===== config.mk =====
export PLATFORM = sky130hd
export DESIGN_NAME = magnetometer_compass_heading_flat
export DESIGN_NICKNAME = d
export VERILOG_FILES = /design/src/hw/rtl/mch_pkg.sv /design/src/hw/rtl/mch_if.sv /design/src/hw/rtl/mch_cordic.sv /design/src/hw/rtl/magnetometer_compass_heading.sv /design/src/flat_wrapper.sv
export VERILOG_INCLUDE_DIRS = /design/src /design/src/hw/rtl
export SDC_FILE = /design/constraint.sdc
export NUM_CORES = 2
export LEC_CHECK = 0
export BUFFER_PORTS_ARGS = -buffer_cell sky130_fd_sc_hd__buf_2
export CAP_MARGIN = 10
export CORE_AREA = 2 2 484 486
export DETAILED_ROUTE_END_ITERATION = 7
export DIE_AREA = 0 0 486 488
export HOLD_SLACK_MARGIN = 0.03
export PLACE_DENSITY_LB_ADDON = 0.15
export SYNTH_ARGS = -nofsm -noshare
export SYNTH_HDL_FRONTEND = slang
export SYNTH_SLANG_ARGS = --single-unit
export TNS_END_PERCENT = 20

===== constraint.sdc =====
create_clock -name clk -period 18.4 [get_ports clk]
set_input_delay 1.84 -clock clk [delete_from_list [all_inputs] [get_ports clk]]
set_output_delay 1.84 -clock clk [all_outputs]
set_load 0.005 [all_outputs]

===== src/hw/rtl/assert_macros.svh =====
// ---------------------------------------------------------------------------
// Assertion macros
// Shared concurrent assertion forms, clocked on clk and disabled in reset.
// ---------------------------------------------------------------------------
`ifndef ASSERT_MACROS_SVH
`define ASSERT_MACROS_SVH

// same-cycle implication
`define MCH_ASSERT_NOW(label, ante, cons, msg) \
  label: assert property (@(posedge clk) disable iff (!rst_n) (ante) |-> (cons)) \
    else $error(msg);

// next-cycle implication
`define MCH_ASSERT_NEXT(label, ante, cons, msg) \
  label: assert property (@(posedge clk) disable iff (!rst_n) (ante) |=> (cons)) \
    else $error(msg);

`endif


===== src/hw/rtl/mch_pkg.sv =====
// ---------------------------------------------------------------------------
// Compass heading package
// Widths, reset values, sequencer states and the CORDIC angle table.
// ---------------------------------------------------------------------------
package mch_pkg;

  localparam int SAMPLE_BITS       = 16;
  localparam int COEF_FRAC_BITS    = 12;
  localparam int CORDIC_ITERATIONS = 16;

  localparam int COEF_BITS = COEF_FRAC_BITS + 4;
  localparam int ROW_BITS  = 3 * COEF_BITS;
  localparam int BIAS_BITS = SAMPLE_BITS + 1;
  localparam int V_BITS    = SAMPLE_BITS + 2;
  localparam int PROD_BITS = COEF_BITS + V_BITS;
  localparam int ACC_BITS  = PROD_BITS + 2;
  localparam int CORD_BITS = ACC_BITS + 4;
  localparam int ANG_BITS  = 32;
  localparam int DECL_BITS = 17;
  localparam int PER_BITS  = 8;
  localparam int HDG_BITS  = 9;
  localparam int CFG_IDX_BITS  = 3;
  localparam int CFG_DATA_BITS = ROW_BITS;
  localparam int ITER_BITS = $clog2(CORDIC_ITERATIONS);
  localparam int ATAN_LEN  = 24;
  localparam int ATAN_IDX_BITS = $clog2(ATAN_LEN);
  localparam int MAC_IDX_BITS  = 3;

  localparam logic [CFG_IDX_BITS-1:0] REG_ROW_X  = 3'd0;
  localparam logic [CFG_IDX_BITS-1:0] REG_ROW_Y  = 3'd1;
  localparam logic [CFG_IDX_BITS-1:0] REG_ROW_Z  = 3'd2;
  localparam logic [CFG_IDX_BITS-1:0] REG_DECL   = 3'd3;
  localparam logic [CFG_IDX_BITS-1:0] REG_PERIOD = 3'd4;

  localparam logic [ROW_BITS-1:0]  ROW_X_RST  = 48'd4096;
  localparam logic [ROW_BITS-1:0]  ROW_Y_RST  = 48'd268435456;
  localparam logic [ROW_BITS-1:0]  ROW_Z_RST  = 48'd17592186044416;
  localparam logic [DECL_BITS-1:0] DECL_RST   = 17'd3264;
  localparam logic [PER_BITS-1:0]  PERIOD_RST = 8'd20;

  localparam logic signed [SAMPLE_BITS-1:0] SAMPLE_MAX = {1'b0, {(SAMPLE_BITS-1){1'b1}}};
  localparam logic signed [SAMPLE_BITS-1:0] SAMPLE_MIN = {1'b1, {(SAMPLE_BITS-1){1'b0}}};

  localparam logic signed [ANG_BITS-1:0] DEG_HALF = 32'sd32768;
  localparam logic signed [ANG_BITS-1:0] DEG_90   = 32'sd5898240;
  localparam logic signed [ANG_BITS-1:0] DEG_180  = 32'sd11796480;
  localparam logic signed [ANG_BITS-1:0] DEG_360  = 32'sd23592960;

  typedef enum logic [2:0] {
    S_IDLE,
    S_UPD,
    S_VEC,
    S_MAC,
    S_CORD,
    S_FIN,
    S_WRAP
  } state_t;

  function automatic logic signed [ANG_BITS-1:0] atan_q16(input logic [ATAN_IDX_BITS-1:0] i);
    logic signed [ANG_BITS-1:0] a;
    case (i)
      5'd0:  a = 32'sd2949120;
      5'd1:  a = 32'sd1740967;
      5'd2:  a = 32'sd919879;
      5'd3:  a = 32'sd466945;
      5'd4:  a = 32'sd234379;
      5'd5:  a = 32'sd117304;
      5'd6:  a = 32'sd58666;
      5'd7:  a = 32'sd29335;
      5'd8:  a = 32'sd14668;
      5'd9:  a = 32'sd7334;
      5'd10: a = 32'sd3667;
      5'd11: a = 32'sd1833;
      5'd12: a = 32'sd917;
      5'd13: a = 32'sd458;
      5'd14: a = 32'sd229;
      5'd15: a = 32'sd115;
      5'd16: a = 32'sd57;
      5'd17: a = 32'sd29;
      5'd18: a = 32'sd14;
      5'd19: a = 32'sd7;
      5'd20: a = 32'sd4;
      5'd21: a = 32'sd2;
      5'd22: a = 32'sd1;
      default: a = 32'sd0;
    endcase
    return a;
  endfunction

endpackage


===== src/hw/rtl/mch_if.sv =====
// ---------------------------------------------------------------------------
// Compass heading channels
// Valid/ready channels for samples, headings and register writes.
// ---------------------------------------------------------------------------
interface mch_in_if import mch_pkg::*; ();
  logic                          valid;
  logic                          ready;
  logic signed [SAMPLE_BITS-1:0] mag_x;
  logic signed [SAMPLE_BITS-1:0] mag_y;
  logic signed [SAMPLE_BITS-1:0] mag_z;
  modport source (output valid, mag_x, mag_y, mag_z, input ready);
  modport sink   (input valid, mag_x, mag_y, mag_z, output ready);
endinterface

interface mch_out_if import mch_pkg::*; ();
  logic                valid;
  logic                ready;
  logic [HDG_BITS-1:0] heading_deg;
  modport source (output valid, heading_deg, input ready);
  modport sink   (input valid, heading_deg, output ready);
endinterface

interface mch_cfg_if import mch_pkg::*; ();
  logic                     valid;
  logic                     ready;
  logic [CFG_IDX_BITS-1:0]  index;
  logic [CFG_DATA_BITS-1:0] data;
  modport source (output valid, index, data, input ready);
  modport sink   (input valid, index, data, output ready);
endinterface


===== src/hw/rtl/mch_cordic.sv =====
// ---------------------------------------------------------------------------
// Iterative CORDIC atan2
// One shift-add stage reused per iteration; angle in 2^-16 degree units.
// ---------------------------------------------------------------------------
module mch_cordic import mch_pkg::*; (
  input  logic                        clk,
  input  logic                        rst_n,
  input  logic                        start,
  input  logic signed [CORD_BITS-1:0] x_in,
  input  logic signed [CORD_BITS-1:0] y_in,
  output logic                        done,
  output logic signed [ANG_BITS-1:0]  z_out
);

  logic signed [CORD_BITS-1:0] x_r, y_r, xs, ys;
  logic signed [ANG_BITS-1:0]  z_r;
  logic [ITER_BITS-1:0]        it_r;
  logic                        run_r, done_r, zero_r;

  assign xs = x_r >>> it_r;
  assign ys = y_r >>> it_r;

  always_ff @(posedge clk) begin
    if (!rst_n) begin
      run_r  <= 1'b0;
      done_r <= 1'b0;
      it_r   <= '0;
    end else begin
      done_r <= 1'b0;
      if (start) begin
        zero_r <= (x_in == '0) && (y_in == '0);
        it_r   <= '0;
        run_r  <= 1'b1;
        if (x_in < 0) begin
          x_r <= -x_in;
          y_r <= -y_in;
          z_r <= (y_in >= 0) ? DEG_180 : -DEG_180;
        end else begin
          x_r <= x_in;
          y_r <= y_in;
          z_r <= '0;
        end
      end else if (run_r) begin
        if (y_r > 0) begin
          x_r <= x_r + ys;
          y_r <= y_r - xs;
          z_r <= z_r + atan_q16(ATAN_IDX_BITS'(it_r));
        end else begin
          x_r <= x_r - ys;
          y_r <= y_r + xs;
          z_r <= z_r - atan_q16(ATAN_IDX_BITS'(it_r));
        end
        it_r <= it_r + 1'b1;
        if (it_r == ITER_BITS'(CORDIC_ITERATIONS - 1)) begin
          run_r  <= 1'b0;
          done_r <= 1'b1;
        end
      end
    end
  end

  assign done  = done_r;
  assign z_out = zero_r ? '0 : z_r;

endmodule


===== src/hw/rtl/magnetometer_compass_heading.sv =====
// ---------------------------------------------------------------------------
// Calibrated compass heading
// Samples are accepted only in idle, so a new one waits until the previous
// heading is loaded into the output register, behind any output stall.
// Steps: update, vector, multiply-accumulate of six products, 16-iteration
// CORDIC, declination, and a wrap step repeated while the angle leaves 0..360.
// Reset: config registers to identity matrix, 12.75 deg, period 20;
// min/max tracking, bias and sample count cleared at once.
// ---------------------------------------------------------------------------
module magnetometer_compass_heading import mch_pkg::*; (
  input  logic      clk,
  input  logic      rst_n,
  mch_in_if.sink    in_if,
  mch_out_if.source out_if,
  mch_cfg_if.sink   cfg_if
);

  state_t state_r, state_nxt;

  logic [ROW_BITS-1:0]         row_x_r, row_y_r, row_z_r;
  logic signed [DECL_BITS-1:0] decl_r;
  logic [PER_BITS-1:0]         period_r;

  logic signed [SAMPLE_BITS-1:0] s_r   [3];
  logic signed [SAMPLE_BITS-1:0] max_r [3];
  logic signed [SAMPLE_BITS-1:0] min_r [3];
  logic signed [SAMPLE_BITS-1:0] max_nxt [3];
  logic signed [SAMPLE_BITS-1:0] min_nxt [3];
  logic signed [BIAS_BITS-1:0]   bias_r [3];
  logic signed [V_BITS-1:0]      v_r   [3];
  logic [PER_BITS-1:0]           count_r, count_inc;

  logic [MAC_IDX_BITS-1:0]       idx_r;
  logic signed [COEF_BITS-1:0]   coef;
  logic signed [V_BITS-1:0]      v_sel;
  logic signed [PROD_BITS-1:0]   prod_r;
  logic signed [ACC_BITS-1:0]    acc_x_r, acc_y_r;

  logic                          cord_start, cord_done;
  logic signed [ANG_BITS-1:0]    cord_z, deg_r, deg_rnd;

  logic                          out_valid_r;
  logic [HDG_BITS-1:0]           heading_r;
  logic                          out_free;

  assign in_if.ready    = (state_r == S_IDLE);
  assign cfg_if.ready   = 1'b1;
  assign out_if.valid   = out_valid_r;
  assign out_if.heading_deg = heading_r;
  assign out_free       = !out_valid_r || out_if.ready;
  assign count_inc      = count_r + 1'b1;
  assign deg_rnd        = deg_r + DEG_HALF;
  assign cord_start     = (state_r == S_MAC) && (idx_r == MAC_IDX_BITS'(7));

  always_comb begin
    for (int i = 0; i < 3; i++) begin
      max_nxt[i] = (s_r[i] > max_r[i]) ? s_r[i] : max_r[i];
      min_nxt[i] = (s_r[i] < min_r[i]) ? s_r[i] : min_r[i];
    end
  end

  always_comb begin
    case (idx_r)
      3'd0:    coef = row_x_r[0*COEF_BITS +: COEF_BITS];
      3'd1:    coef = row_x_r[1*COEF_BITS +: COEF_BITS];
      3'd2:    coef = row_x_r[2*COEF_BITS +: COEF_BITS];
      3'd3:    coef = row_y_r[0*COEF_BITS +: COEF_BITS];
      3'd4:    coef = row_y_r[1*COEF_BITS +: COEF_BITS];
      3'd5:    coef = row_y_r[2*COEF_BITS +: COEF_BITS];
      default: coef = '0;
    endcase
    case (idx_r)
      3'd0, 3'd3: v_sel = v_r[0];
      3'd1, 3'd4: v_sel = v_r[1];
      3'd2, 3'd5: v_sel = v_r[2];
      default:    v_sel = '0;
    endcase
  end

  always_comb begin
    state_nxt = state_r;
    case (state_r)
      S_IDLE: if (in_if.valid) state_nxt = S_UPD;
      S_UPD:  state_nxt = S_VEC;
      S_VEC:  state_nxt = S_MAC;
      S_MAC:  if (cord_start) state_nxt = S_CORD;
      S_CORD: if (cord_done) state_nxt = S_FIN;
      S_FIN:  state_nxt = S_WRAP;
      S_WRAP: begin
        if (deg_r >= 0 && deg_r <= DEG_360 && out_free) state_nxt = S_IDLE;
      end
      default: state_nxt = S_IDLE;
    endcase
  end

  always_ff @(posedge clk) begin
    if (!rst_n) begin
      state_r     <= S_IDLE;
      out_valid_r <= 1'b0;
      row_x_r     <= ROW_X_RST;
      row_y_r     <= ROW_Y_RST;
      row_z_r     <= ROW_Z_RST;
      decl_r      <= DECL_RST;
      period_r    <= PERIOD_RST;
      count_r     <= '0;
      idx_r       <= '0;
      for (int i = 0; i < 3; i++) begin
        max_r[i]  <= SAMPLE_MIN;
        min_r[i]  <= SAMPLE_MAX;
        bias_r[i] <= '0;
      end
    end else begin
      state_r <= state_nxt;

      if (cfg_if.valid) begin
        case (cfg_if.index)
          REG_ROW_X:  row_x_r  <= cfg_if.data;
          REG_ROW_Y:  row_y_r  <= cfg_if.data;
          REG_ROW_Z:  row_z_r  <= cfg_if.data;
          REG_DECL:   decl_r   <= cfg_if.data[DECL_BITS-1:0];
          REG_PERIOD: period_r <= cfg_if.data[PER_BITS-1:0];
          default: ;
        endcase
      end

      if (out_valid_r && out_if.ready) out_valid_r <= 1'b0;

      case (state_r)
        S_IDLE: begin
          if (in_if.valid) begin
            s_r[0] <= in_if.mag_x;
            s_r[1] <= in_if.mag_y;
            s_r[2] <= in_if.mag_z;
          end
        end
        S_UPD: begin
          for (int i = 0; i < 3; i++) begin
            max_r[i] <= max_nxt[i];
            min_r[i] <= min_nxt[i];
          end
          if (count_inc > period_r) begin
            count_r <= '0;
            for (int i = 0; i < 3; i++) begin
              if (min_nxt[i] < max_nxt[i])
                bias_r[i] <= BIAS_BITS'(max_nxt[i]) + BIAS_BITS'(min_nxt[i]);
            end
          end else begin
            count_r <= count_inc;
          end
        end
        S_VEC: begin
          for (int i = 0; i < 3; i++)
            v_r[i] <= (V_BITS'(s_r[i]) <<< 1) - V_BITS'(bias_r[i]);
          acc_x_r <= '0;
          acc_y_r <= '0;
          idx_r   <= '0;
        end
        S_MAC: begin
          prod_r <= PROD_BITS'(coef) * PROD_BITS'(v_sel);
          if (idx_r >= MAC_IDX_BITS'(1) && idx_r <= MAC_IDX_BITS'(3))
            acc_x_r <= acc_x_r + ACC_BITS'(prod_r);
          else if (idx_r >= MAC_IDX_BITS'(4) && idx_r <= MAC_IDX_BITS'(6))
            acc_y_r <= acc_y_r + ACC_BITS'(prod_r);
          idx_r <= idx_r + 1'b1;
        end
        S_CORD: begin
          if (cord_done) deg_r <= cord_z;
        end
        S_FIN: begin
          deg_r <= deg_r + (ANG_BITS'(decl_r) <<< 8) + DEG_90;
        end
        S_WRAP: begin
          if (deg_r < 0) begin
            deg_r <= deg_r + DEG_360;
          end else if (deg_r > DEG_360) begin
            deg_r <= deg_r - DEG_360;
          end else if (out_free) begin
            heading_r   <= deg_rnd[16 +: HDG_BITS];
            out_valid_r <= 1'b1;
          end
        end
        default: ;
      endcase
    end
  end

  mch_cordic u_cordic (
    .clk   (clk),
    .rst_n (rst_n),
    .start (cord_start),
    .x_in  (CORD_BITS'(acc_x_r)),
    .y_in  (CORD_BITS'(acc_y_r)),
    .done  (cord_done),
    .z_out (cord_z)
  );

`include "assert_macros.svh"

  `MCH_ASSERT_NEXT(a_busy_after_accept, in_if.valid && in_if.ready, state_r == S_UPD, "no update")
  `MCH_ASSERT_NOW(a_heading_range, out_if.valid, out_if.heading_deg <= 9'd360, "heading above 360")
  `MCH_ASSERT_NOW(a_cordic_done_wait, cord_done, state_r == S_CORD, "CORDIC done early")

endmodule


===== src/flat_wrapper.sv =====
// flat-port wrapper written by rule: the top's interface ports become plain ports
module magnetometer_compass_heading_flat import mch_pkg::*;
  (clk, rst_n, in_if_valid, in_if_mag_x, in_if_mag_y, in_if_mag_z, in_if_ready, out_if_valid, out_if_heading_deg, out_if_ready, cfg_if_valid, cfg_if_index, cfg_if_data, cfg_if_ready);
  mch_in_if in_if_i ();
  mch_out_if out_if_i ();
  mch_cfg_if cfg_if_i ();
  input  logic clk;
  input  logic rst_n;
  input wire logic [$bits(in_if_i.valid)-1:0] in_if_valid;
  input wire logic [$bits(in_if_i.mag_x)-1:0] in_if_mag_x;
  input wire logic [$bits(in_if_i.mag_y)-1:0] in_if_mag_y;
  input wire logic [$bits(in_if_i.mag_z)-1:0] in_if_mag_z;
  output wire logic [$bits(in_if_i.ready)-1:0] in_if_ready;
  output wire logic [$bits(out_if_i.valid)-1:0] out_if_valid;
  output wire logic [$bits(out_if_i.heading_deg)-1:0] out_if_heading_deg;
  input wire logic [$bits(out_if_i.ready)-1:0] out_if_ready;
  input wire logic [$bits(cfg_if_i.valid)-1:0] cfg_if_valid;
  input wire logic [$bits(cfg_if_i.index)-1:0] cfg_if_index;
  input wire logic [$bits(cfg_if_i.data)-1:0] cfg_if_data;
  output wire logic [$bits(cfg_if_i.ready)-1:0] cfg_if_ready;
  assign in_if_i.valid = in_if_valid;
  assign in_if_i.mag_x = in_if_mag_x;
  assign in_if_i.mag_y = in_if_mag_y;
  assign in_if_i.mag_z = in_if_mag_z;
  assign in_if_ready = in_if_i.ready;
  assign out_if_valid = out_if_i.valid;
  assign out_if_heading_deg = out_if_i.heading_deg;
  assign out_if_i.ready = out_if_ready;
  assign cfg_if_i.valid = cfg_if_valid;
  assign cfg_if_i.index = cfg_if_index;
  assign cfg_if_i.data = cfg_if_data;
  assign cfg_if_ready = cfg_if_i.ready;
  magnetometer_compass_heading u_core (.clk(clk), .rst_n(rst_n), .in_if(in_if_i), .out_if(out_if_i), .cfg_if(cfg_if_i));
endmodule

==> flow_summary.ini <==
[sta]
fin_tns_setup_ns = 0
hold_viol_final = 0
drv_slew = 0
slew_headroom_pct = 25.4
finalClockSkew_ns = 0.0522
finalCriticalPeriod_ns = 9.88
worst_slew_pin_slew_ns = 1.12
setup_viol = 0
fmax_ghz = 0.101
fin_crit_sh_pct = 53.7
rsz0062_at_grt = no

[placed_design]
dp_hpwl_mm = 162
placed_area_sq_mm = 0.0683
gp_congestion = 0.859
portBuffers = 114

[floorplanning]
die_w_um = 486
rows = 177
floorplan.initialDensity_pct = 27.8
die_h_um = 488
num_io_pins = 116
die-area_sq_mm = 0.237
core-area_sq_mm = 0.232

[synth]
ys.flop_type = edfxtp_1
yosysTopAreaCell = edfxtp_1
yosys.cell_count.top_type = nand2_1
synth_cells = 7132
synth-async-reset-ratio_pct = 0
synth_top_area_share_pct = 23.7
synth-edff-count = 509
avgSynthCellArea_sq_um = 9.05
ys_top_cells_by_area = edfxtp_1, ha_1, fa_1
postSynthRegisterBits = 673
yosysWarnings = 0
syn_area_sq_mm = 0.0645
synth_fp_nets = 8118
synth-seq-area-share_pct = 28.8
synthTopCellsByCount = nand2_1, inv_1, nor2_1, ha_1, edfxtp_1
synth.distinct_cells = 106

[clock_tree]
root_buffer = clkbuf_16
clock-sinks = 673
cts_hold_buf = 0
clockBufferDepth = 3
clk_latency_ns = 0.75
path_clk_slew_ns = 0.06
cts_resized = 0
htreeDepth = 3
cts_tree = built
post-cts-setup-buffers = 0
cts_buffers = 92

[route]
first_pass_iters = 6
drc = 0
num_vias = 51000
wl_per_cell_um = 20.1
via_per_inst = 4.98
wl_mm = 206
drt_iter0_drc = 2997
postRouteAntennaNets = 0

[global_route]
grt_max_degree = 82
gr-total-overflow = 0
grt_pass1_vias = 51600
antenna_found_initial = 21
grt_pass1_wl_mm = 316
track_usage_pct = 17.1

[worst_setup_path]
cpLargestDelayFamily = adder cells
worstPathArrival_ns = 10.35
cpMostUsedCell = fa_1
cp-startpoint = u_core.idx_r[0]
crit_type = flip-flop to flip-flop
r2r-start = u_core.idx_r[0]
critPathLaunchType = flip-flop
crit_fanout = 19
cp.buffers_inverters = 3
slowest_stage = ha_1
crit_required_ns = 18.87
cp-end-kind = flip-flop
slowest_delay_ns = 0.74

[finish]
fin_nets = 8092
layout-drive-gt1-share_pct = 7.73
n_fill_cell = 24200
area_growth_pct = 10.7
stdcell_area_sq_mm = 0.0714

[power_and_ir_drop]
powerDensity_mw_per_mm2 = 64.3
peakVddDrop_mv = 0.0710
p_leak_nw = 29.3

[run]
maxCapViolCount = 0

[min_path]
hold_start = u_core.count_r[7]
hp-class = flip-flop to flip-flop

[status]
status = completed
[final timing paths]
path / cells past startpoint / end / slack, ns
setup / recovery: 26 / u_core.prod_r[29] / 8.52
hold / removal: 2 / u_core.count_r[7] / 0.46
setup reg to reg: 26 / u_core.prod_r[29] / 8.52
hold reg to reg: 2 / u_core.count_r[7] / 0.46
[cells in the final DEF, fill, tap and decap left out, types with 110 or more instances in the layout]
cell / instances
nor3_1: 110
ha_1: 580
inv_1: 755
o21ai_0: 342
a21o_1: 117
nand2_1: 782
nor2_1: 645
buf_2: 113
xnor2_1: 274
dfxtp_1: 160
a21oi_1: 366
fa_1: 302
edfxtp_1: 509
nand2b_1: 115
xor2_1: 157
a21boi_0: 141
mux2i_1: 126
[through the flow]
step	std cells	setup slack (ns)	util (%)	power, W	hold slack [ns]
final	10200	8.52	30.8	0.00459	0.455
after global routing	10200	7.88	30.8	0.00485	0.484
after CTS	10200	8.41	30.8	0.00468	0.458
after detailed placement	10100	8.43	29.4	0.00276	0.448
after global placement	10100	8.59	29.4	0.00275	0.445
after floorplan	7132	10.30	-	0.00248	0.434
[routing by layer]
layer | vias to the layer above | wire [um] | share of wire, % | track usage [%]
li1 | 25000 | - | - | -
met1 | 24800 | 94600 | 46 | 22.6
met3 | 234 | 7060 | 3.4 | 1.89
met5 | - | 49 | 0.024 | 0
met4 | 8 | 7410 | 3.6 | 6.10
met2 | 900 | 97000 | 47 | 28.9
[logic make-up after synthesis]
| kind of cell | after synthesis | share of synthesized area (%) |
|---|---|---|
| other cells | 1 | 0.00581 |
| fa+ha+maj | 882 | 20.6 |
| mux | 271 | 6.11 |
| xor+xnor | 431 | 5.85 |
| buf+inv | 1057 | 6.34 |
| compound gates | 1596 | 16.3 |
| simple gates | 2221 | 16.0 |
| flops | 673 | 28.8 |
[flip-flops by register name (all words and copies together) (netlist names), 3 cells and up, named ones only]
name / cells
u_core.v_r: 54
u_core.bias_r: 51
u_core.max_r: 48
u_core.min_r: 48
u_core.row_x_r: 48
u_core.row_y_r: 48
u_core.s_r: 48
u_core.u_cordic.x_r: 40
u_core.u_cordic.y_r: 40
u_core.acc_x_r: 36
u_core.acc_y_r: 36
u_core.prod_r: 34
u_core.deg_r: 32
u_core.u_cordic.z_r: 32
u_core.decl_r: 17
u_core.out_if.heading_deg: 9
u_core.count_r: 8
u_core.period_r: 8
u_core.u_cordic.it_r: 4
u_core.idx_r: 3
u_core.state_r: 3
[power breakdown]
part           switching [W]  leakage (nW)  internal, W
Clock               0.000767          1.50      0.00111
Sequential         0.0000418          6.02      0.00169
Combinational       0.000594          21.8     0.000393
Total                0.00140          29.3      0.00319
[area by class of cell]
class | count | area [sq um] | area share (%)
clock inverter | 51 | 614 | 0.860
tap | 3043 | 3810 | 5.33
antenna | 14 | 35.0 | 0.0491
timing repair buffer | 179 | 1060 | 1.48
sequential | 673 | 18600 | 26.0
multi-input combinational | 5402 | 42000 | 58.8
clock buffer | 117 | 2480 | 3.47
inverter | 758 | 2850 | 3.99
[worst min-delay path: cells and delay by family, from the launching register on]
family | cells | cell delay, ns
flip-flops | 1 | 0.32
AND/OR/NAND/NOR | 2 | 0.09
Power figures use the tool's default switching activity.
